--- src/design/lcd4_pkg.sv ---
package lcd4_pkg;

    localparam int DefMaxScrollSteps = 16;
    localparam int ScrollLimit       = 16;
    localparam int ScrollCntW        = 5;
    localparam int PcW               = 4;

    typedef enum logic [2:0] {
        OP_INIT   = 3'd0,
        OP_CLEAR  = 3'd1,
        OP_CURSOR = 3'd2,
        OP_SCROLL = 3'd3,
        OP_CHAR   = 3'd4,
        OP_NUMBER = 3'd5
    } op_t;

    typedef enum logic [2:0] {
        SRC_CONST,
        SRC_CURSOR,
        SRC_SCROLL,
        SRC_CHAR,
        SRC_HUND,
        SRC_TENS,
        SRC_UNITS
    } src_t;

    typedef enum logic [1:0] {
        COND_NONE,
        COND_SKIP_HUND,
        COND_SKIP_TENS,
        COND_LOOP
    } cond_t;

    typedef struct packed {
        src_t       src;
        cond_t      cond;
        logic       rs;
        logic       fin;
        logic [7:0] data;
    } ctrl_word_t;

    localparam logic [PcW-1:0] PC_INIT   = 4'd0;
    localparam logic [PcW-1:0] PC_CLEAR  = 4'd6;
    localparam logic [PcW-1:0] PC_CURSOR = 4'd7;
    localparam logic [PcW-1:0] PC_SCROLL = 4'd8;
    localparam logic [PcW-1:0] PC_CHAR   = 4'd9;
    localparam logic [PcW-1:0] PC_NUMBER = 4'd10;

    function automatic ctrl_word_t ucode_rom(input logic [PcW-1:0] addr);
        ctrl_word_t w;
        w = '{src: SRC_CONST, cond: COND_NONE, rs: 1'b0, fin: 1'b1, data: 8'h00};
        unique case (addr)
            4'd0:  w = '{SRC_CONST,  COND_NONE,      1'b0, 1'b0, 8'h33};
            4'd1:  w = '{SRC_CONST,  COND_NONE,      1'b0, 1'b0, 8'h32};
            4'd2:  w = '{SRC_CONST,  COND_NONE,      1'b0, 1'b0, 8'h28};
            4'd3:  w = '{SRC_CONST,  COND_NONE,      1'b0, 1'b0, 8'h0C};
            4'd4:  w = '{SRC_CONST,  COND_NONE,      1'b0, 1'b0, 8'h01};
            4'd5:  w = '{SRC_CONST,  COND_NONE,      1'b0, 1'b1, 8'h06};
            4'd6:  w = '{SRC_CONST,  COND_NONE,      1'b0, 1'b1, 8'h01};
            4'd7:  w = '{SRC_CURSOR, COND_NONE,      1'b0, 1'b1, 8'h00};
            4'd8:  w = '{SRC_SCROLL, COND_LOOP,      1'b0, 1'b1, 8'h00};
            4'd9:  w = '{SRC_CHAR,   COND_NONE,      1'b1, 1'b1, 8'h00};
            4'd10: w = '{SRC_HUND,   COND_SKIP_HUND, 1'b1, 1'b0, 8'h00};
            4'd11: w = '{SRC_TENS,   COND_SKIP_TENS, 1'b1, 1'b0, 8'h00};
            4'd12: w = '{SRC_UNITS,  COND_NONE,      1'b1, 1'b1, 8'h00};
            default: w = '{SRC_CONST, COND_NONE, 1'b0, 1'b1, 8'h00};
        endcase
        return w;
    endfunction

    function automatic logic [PcW-1:0] entry_addr(input logic [2:0] opcode);
        logic [PcW-1:0] a;
        a = PC_INIT;
        unique case (opcode)
            OP_INIT:   a = PC_INIT;
            OP_CLEAR:  a = PC_CLEAR;
            OP_CURSOR: a = PC_CURSOR;
            OP_SCROLL: a = PC_SCROLL;
            OP_CHAR:   a = PC_CHAR;
            OP_NUMBER: a = PC_NUMBER;
            default:   a = PC_INIT;
        endcase
        return a;
    endfunction

endpackage

--- src/design/lcd_4bit_command_sequencer.sv ---
// after an operation is accepted, its first nibble word is registered once the output slot is free;
//   for a printed number below 100, each suppressed leading zero first takes its own skip step
// throughput: one nibble word per cycle while m_tready allows and no skip step runs,
//   2 to 32 words per operation, high then low nibble per byte; a no-output op leaves it idle
// the microcode step counter and the single output register set the pace
// reset (aresetn low, synchronous) idles the sequencer and drops m_tvalid
module lcd_4bit_command_sequencer #(
    parameter int MAX_SCROLL_STEPS = lcd4_pkg::DefMaxScrollSteps
) (
    input  logic        aclk,
    input  logic        aresetn,
    input  logic        s_tvalid,
    output logic        s_tready,
    input  logic [31:0] s_tdata,   // column[5:0], row, direction, scroll_steps, char_code, number
    input  logic [2:0]  s_tuser,   // opcode
    output logic        m_tvalid,
    input  logic        m_tready,
    output logic [7:0]  m_tdata,   // nibble[3:0], zero pad
    output logic        m_tuser,   // register_select
    output logic        m_tlast
);
    import lcd4_pkg::*;

    localparam int ScrollCap = (MAX_SCROLL_STEPS < ScrollLimit) ? MAX_SCROLL_STEPS : ScrollLimit;

    logic                  busy_reg, busy_next;
    logic [PcW-1:0]        pc_reg, pc_next;
    logic                  half_reg, half_next;
    logic [ScrollCntW-1:0] steps_reg, steps_next;
    logic [7:0]            cursor_reg, cursor_next;
    logic                  dir_reg, dir_next;
    logic [7:0]            char_reg, char_next;
    logic [1:0]            hund_reg, hund_next;
    logic [6:0]            rem_reg, rem_next;
    logic                  out_valid_reg, out_valid_next;
    logic [3:0]            out_nibble_reg, out_nibble_next;
    logic                  out_rs_reg, out_rs_next;
    logic                  out_last_reg, out_last_next;

    ctrl_word_t            ctrl;
    logic [3:0]            tens;
    logic [3:0]            units;
    logic [14:0]           tens_prod;
    logic [7:0]            cur_byte;
    logic                  skip;
    logic                  slot;
    logic                  emit;
    logic                  accept;
    logic [7:0]            in_steps;
    logic [7:0]            in_num;
    logic [1:0]            in_hund;
    logic [ScrollCntW-1:0] in_steps_sat;

    assign ctrl      = ucode_rom(pc_reg);
    assign tens_prod = rem_reg * 8'd205;
    assign tens      = tens_prod[14:11];
    assign units     = 4'(rem_reg - 7'({tens, 3'b000} + {2'b00, tens, 1'b0}));

    assign in_steps  = s_tdata[15:8];
    assign in_num    = s_tdata[31:24];
    assign in_hund   = (in_num >= 8'd200) ? 2'd2 : ((in_num >= 8'd100) ? 2'd1 : 2'd0);
    assign in_steps_sat = (in_steps > 8'(ScrollCap)) ? ScrollCntW'(ScrollCap)
                                                     : ScrollCntW'(in_steps);

    assign accept = s_tvalid && !busy_reg;
    assign slot   = !out_valid_reg || m_tready;
    assign skip   = busy_reg &&
                    ((ctrl.cond == COND_SKIP_HUND && hund_reg == 2'd0) ||
                     (ctrl.cond == COND_SKIP_TENS && hund_reg == 2'd0 && tens == 4'd0));
    assign emit   = busy_reg && !skip && slot;

    always_comb begin
        unique case (ctrl.src)
            SRC_CONST:  cur_byte = ctrl.data;
            SRC_CURSOR: cur_byte = cursor_reg;
            SRC_SCROLL: cur_byte = dir_reg ? 8'h1C : 8'h18;
            SRC_CHAR:   cur_byte = char_reg;
            SRC_HUND:   cur_byte = 8'h30 + {6'd0, hund_reg};
            SRC_TENS:   cur_byte = 8'h30 + {4'd0, tens};
            SRC_UNITS:  cur_byte = 8'h30 + {4'd0, units};
            default:    cur_byte = ctrl.data;
        endcase
    end

    always_comb begin
        busy_next       = busy_reg;
        pc_next         = pc_reg;
        half_next       = half_reg;
        steps_next      = steps_reg;
        cursor_next     = cursor_reg;
        dir_next        = dir_reg;
        char_next       = char_reg;
        hund_next       = hund_reg;
        rem_next        = rem_reg;
        out_valid_next  = out_valid_reg && !m_tready;
        out_nibble_next = out_nibble_reg;
        out_rs_next     = out_rs_reg;
        out_last_next   = out_last_reg;

        if (accept) begin
            pc_next     = entry_addr(s_tuser);
            half_next   = 1'b0;
            steps_next  = in_steps_sat;
            cursor_next = (s_tdata[6] ? 8'hC0 : 8'h80) + {2'b00, s_tdata[5:0]};
            dir_next    = s_tdata[7];
            char_next   = s_tdata[23:16];
            hund_next   = in_hund;
            rem_next    = 7'(in_num - ((in_hund == 2'd2) ? 8'd200 :
                                       ((in_hund == 2'd1) ? 8'd100 : 8'd0)));
            busy_next   = (s_tuser <= OP_NUMBER) &&
                          !(s_tuser == OP_SCROLL && in_steps == 8'd0);
        end else if (skip) begin
            pc_next = pc_reg + 1'b1;
        end else if (emit) begin
            out_valid_next = 1'b1;
            out_rs_next    = ctrl.rs;
            if (!half_reg) begin
                out_nibble_next = cur_byte[7:4];
                out_last_next   = 1'b0;
                half_next       = 1'b1;
            end else begin
                out_nibble_next = cur_byte[3:0];
                half_next       = 1'b0;
                out_last_next   = 1'b0;
                if (ctrl.cond == COND_LOOP && steps_reg > ScrollCntW'(1)) begin
                    steps_next = steps_reg - 1'b1;
                end else if (ctrl.fin) begin
                    busy_next     = 1'b0;
                    out_last_next = 1'b1;
                end else begin
                    pc_next = pc_reg + 1'b1;
                end
            end
        end
    end

    always_ff @(posedge aclk) begin
        if (!aresetn) begin
            busy_reg      <= 1'b0;
            out_valid_reg <= 1'b0;
            pc_reg        <= PC_INIT;
            half_reg      <= 1'b0;
        end else begin
            busy_reg      <= busy_next;
            out_valid_reg <= out_valid_next;
            pc_reg        <= pc_next;
            half_reg      <= half_next;
        end
        steps_reg      <= steps_next;
        cursor_reg     <= cursor_next;
        dir_reg        <= dir_next;
        char_reg       <= char_next;
        hund_reg       <= hund_next;
        rem_reg        <= rem_next;
        out_nibble_reg <= out_nibble_next;
        out_rs_reg     <= out_rs_next;
        out_last_reg   <= out_last_next;
    end

    assign s_tready = !busy_reg;
    assign m_tvalid = out_valid_reg;
    assign m_tdata  = {4'd0, out_nibble_reg};
    assign m_tuser  = out_rs_reg;
    assign m_tlast  = out_last_reg;

endmodule
--- config.mk ---
export PLATFORM = sky130hd
export DESIGN_NAME = lcd_4bit_command_sequencer
export DESIGN_NICKNAME = d
export VERILOG_FILES = /design/src/design/lcd4_pkg.sv /design/src/design/lcd_4bit_command_sequencer.sv
export SDC_FILE = /design/constraint.sdc
export NUM_CORES = 1
export LEC_CHECK = 0
export BUFFER_PORTS_ARGS = -buffer_cell sky130_fd_sc_hd__buf_4
export CORE_MARGIN = 3
export CORE_UTILIZATION = 45
export DETAILED_ROUTE_END_ITERATION = 12
export GPL_TIMING_DRIVEN = 0
export REMOVE_ABC_BUFFERS = 1
export SLEW_MARGIN = 20
export SYNTH_ARGS = -nofsm -noshare
export SYNTH_HDL_FRONTEND = slang
export SYNTH_SLANG_ARGS = --single-unit
--- constraint.sdc ---
create_clock -name aclk -period 6.3 [get_ports aclk]
set_clock_uncertainty 0.05 [all_clocks]
set_input_delay 0.945 -clock aclk [delete_from_list [all_inputs] [get_ports aclk]]
set_output_delay 0.945 -clock aclk [all_outputs]
set_load 0.005 [all_outputs]
==> flow_summary.ini <==
[run_status]
status = completed

[critical_path]
reg2reg_slack_ns = 0.33
critPathArrivalTime_ns = 6.16
r2r.worst_path.cells = 20
setup.worst_path.class = register to register
start_kind = register
worstReg2RegEnd = ctrl[9]
path_max_fanout = 7
crit_required_ns = 6.49
crit-reg2reg-launch = rem_reg[4]
endpoint_kind = register

[timing]
setup_violations = 0
period_share_pct = 94.74
finalCriticalPeriod_ns = 5.968
whs_ns = 0.3653
worst_slew_pin_slew_ns = 0.8270
hold_viol = 0
max_slew_margin_pct = 44.56
fmaxAchievable_ghz = 0.1676
setup_tns_ns = 0
fin_ws_ns = 0.3317
drv_slew = 0

[logic_synthesis]
async_flop_share_pct = 0
yosys.area_share.simple_pct = 12.88
netlist_top_cells_count = ha_1 (48), inv_1 (46), edfxtp_1 (36)
avgSynthCellArea_um2 = 9.937
ys_warn_count = 0
synth_compound_area_share_pct = 16.00
syn-cell-area_um2 = 3925
synthFlopType = edfxtp_1
synthMuxAreaShare_pct = 2.231
syn_inst = 395
synth.yosys.seq_area_share_pct = 37.74
synth_top_area_share_pct = 27.54
synth_largest_area_cell = edfxtp_1
synth_fa_ha_area_share_pct = 19.89
netlist-cell-type-count = 59
synth_edf_count = 36
synth-xor-area-share_pct = 4.814
yosysMostFrequentCell = ha_1
synth_area_leaders = edfxtp_1 (28%), ha_1 (15%), dfxtp_1 (10%), fa_1 (4.6%), inv_1 (4.4%)
synth-seq-cells = 56
synth_top_family_by_area = adder cells

[clock_network]
cts_num_sinks = 56
cts_tree = built
postCtsHoldBufs = 0
max-clock-path-buffers = 2
numCtsBuffers = 5
insertion_delay_ns = 0.30
root_buffer = clkbuf_8
htreeDepth = 2
clkSlewWorstSetupHoldPaths_ns = 0.10

[cells_and_area]
drive_above_1_share_pct = 16.82
diodes = 0
nets = 535
fillers = 780
syn2layout_area_growth_pct = 14.03
largest_reg_flops = 13
stdcell_count = 545
fin_area_um2 = 4476

[worst_hold_path]
worstHoldStart = ctrl[9]
worstHoldPathType = register to register
hold_path_end = m_tuser
hold_depth = 0

[detailed_routing]
drt-pass1-iter-count = 4
vias = 2968
drtIter0Drc = 111
routedWlPerCell_um = 14.41
drc = 0
vias_per_cell = 5.446
finalWirelength_mm = 7.856
ant_nets = 0

[global_routing]
grtUsageTotal_pct = 16.47
grt_pass1_wl_mm = 13.28
gr-total-overflow = 0
first_global_vias = 2859
antenna_found_initial = 0
grt_max_degree = 37

[floorplanning]
core_um2 = 8341
fp.dieW_um = 99.40
dieArea_um2 = 9879
io_pins = 51
num_rows = 33
die_h_um = 99.40
initial_core_util_pct = 47.06

[job]
maxCapViolCount = 0

[placed_design]
place_hpwl_mm = 6.237
place.gp.congestion = 0.8778
io_buffer_count = 46
placed_area_um2 = 4353
place_ws_ns = 0.1819
dpl.cell_count = 536

[power_and_ir_drop]
power.density_nw_per_um2 = 276.9
peakVddDrop_mv = 0.1213
leakage_uw = 0.001984
==> layer usage <==
| metal | GRT usage [%] | vias to the layer above | share of wire (%) |
|---|---|---|---|
| met5 | 0 | - | 0 |
| met4 | 3.992 | 0 | 1.4 |
| met3 | 2.595 | 10 | 3.1 |
| met2 | 27.43 | 55 | 48 |
| met1 | 22.56 | 1407 | 48 |
| li1 | - | 1496 | - |
==> metrics by stage <==
| stage | util [%] | total power [uW] |
|---|---|---|
| after global placement | 52.13 | 1011 |
| after floorplan | - | 879.9 |
| after CTS | 53.47 | 1252 |
| final | 53.66 | 1239 |
| after global routing | 53.66 | 1361 |
| after detailed placement | 52.19 | 1023 |
==> power breakdown <==
part / total, uW / switching (uW) / internal (uW)
clock: 223 / 119 / 104
combinational: 558 / 304 / 254
sequential: 458 / 28.1 / 430
==> worst max path at each step <==
| stage | cells past startpoint | start | to | slack, ns |
|---|---|---|---|---|
| floorplan | 20 | rem_reg[4] | ctrl[9] | 0.77 |
| global placement | 20 | rem_reg[4] | ctrl[9] | 0.20 |
| detailed placement | 20 | rem_reg[4] | ctrl[9] | 0.18 |
| CTS | 20 | rem_reg[4] | ctrl[9] | 0.14 |
| global route | 20 | rem_reg[4] | ctrl[9] | -0.003 |
| finish | 20 | rem_reg[4] | ctrl[9] | 0.33 |
==> layout make-up <==
type                            count  area [um^2]  area share [%]
Multi-Input combinational cell    280         2220           49.59
Sequential cell                    56         1481           33.10
Inverter                           49        183.9           4.110
Tap cell                          105        131.4           2.935
Clock inverter                      1        8.758          0.1957
Timing Repair Buffer               47        352.8           7.884
Clock buffer                        7        97.59           2.181
==> worst max-delay path: stages (launching register included) <==
cell,delay [ns]
edfxtp_1,0.48
ha_1,0.36
inv_1,0.06
fa_1,0.50
inv_1,0.04
ha_1,0.27
inv_1,0.05
fa_1,0.51
inv_1,0.04
ha_1,0.32
a21o_1,0.17
a31o_1,0.24
nor3_2,0.30
mux2_2,0.41
or4_1,0.57
a21oi_1,0.27
mux2i_2,0.35
nand2_1,0.16
ha_1,0.23
or3_1,0.36
a21oi_1,0.14
==> kinds of logic after synthesis <==
family / Yosys count
AND/OR/NAND/NOR: 101
AO/OA/AOI/OAI: 90
buffers and inverters: 62
adder cells (fa/ha/maj): 57
flip-flops: 56
XOR/XNOR: 20
multiplexers: 8
other: 1
==> cells in the final DEF (no fill, tap or decap), types with 4 or more instances in the layout <==
cell type / Yosys / routed
o21ai_1: 4 / 4
o21ai_0: 20 / 20
fa_1: 9 / 9
clkbuf_8: 0 / 5
xnor2_1: 13 / 13
inv_2: 3 / 4
edfxtp_1: 36 / 36
ha_1: 48 / 48
a211oi_1: 6 / 6
xor2_1: 6 / 6
nand3_1: 10 / 10
a21o_1: 4 / 4
o22ai_1: 4 / 4
nor3_1: 11 / 9
buf_4: 4 / 47
a21oi_1: 22 / 22
nand2_1: 24 / 24
conb_1: 1 / 4
inv_1: 46 / 45
and3_1: 7 / 7
nor2_1: 23 / 23
nand2b_1: 5 / 5
mux2_2: 6 / 6
dfxtp_1: 20 / 20
or3_1: 4 / 4
==> repair_timing <==
| item | CTS | global route |
|---|---|---|
| gates resized for setup | 0 | 2 |
| buffers inserted | 0 | 1 |
| setup endpoints to repair | 0 | 3 |
No activity file was read; power rests on OpenSTA's default activity.
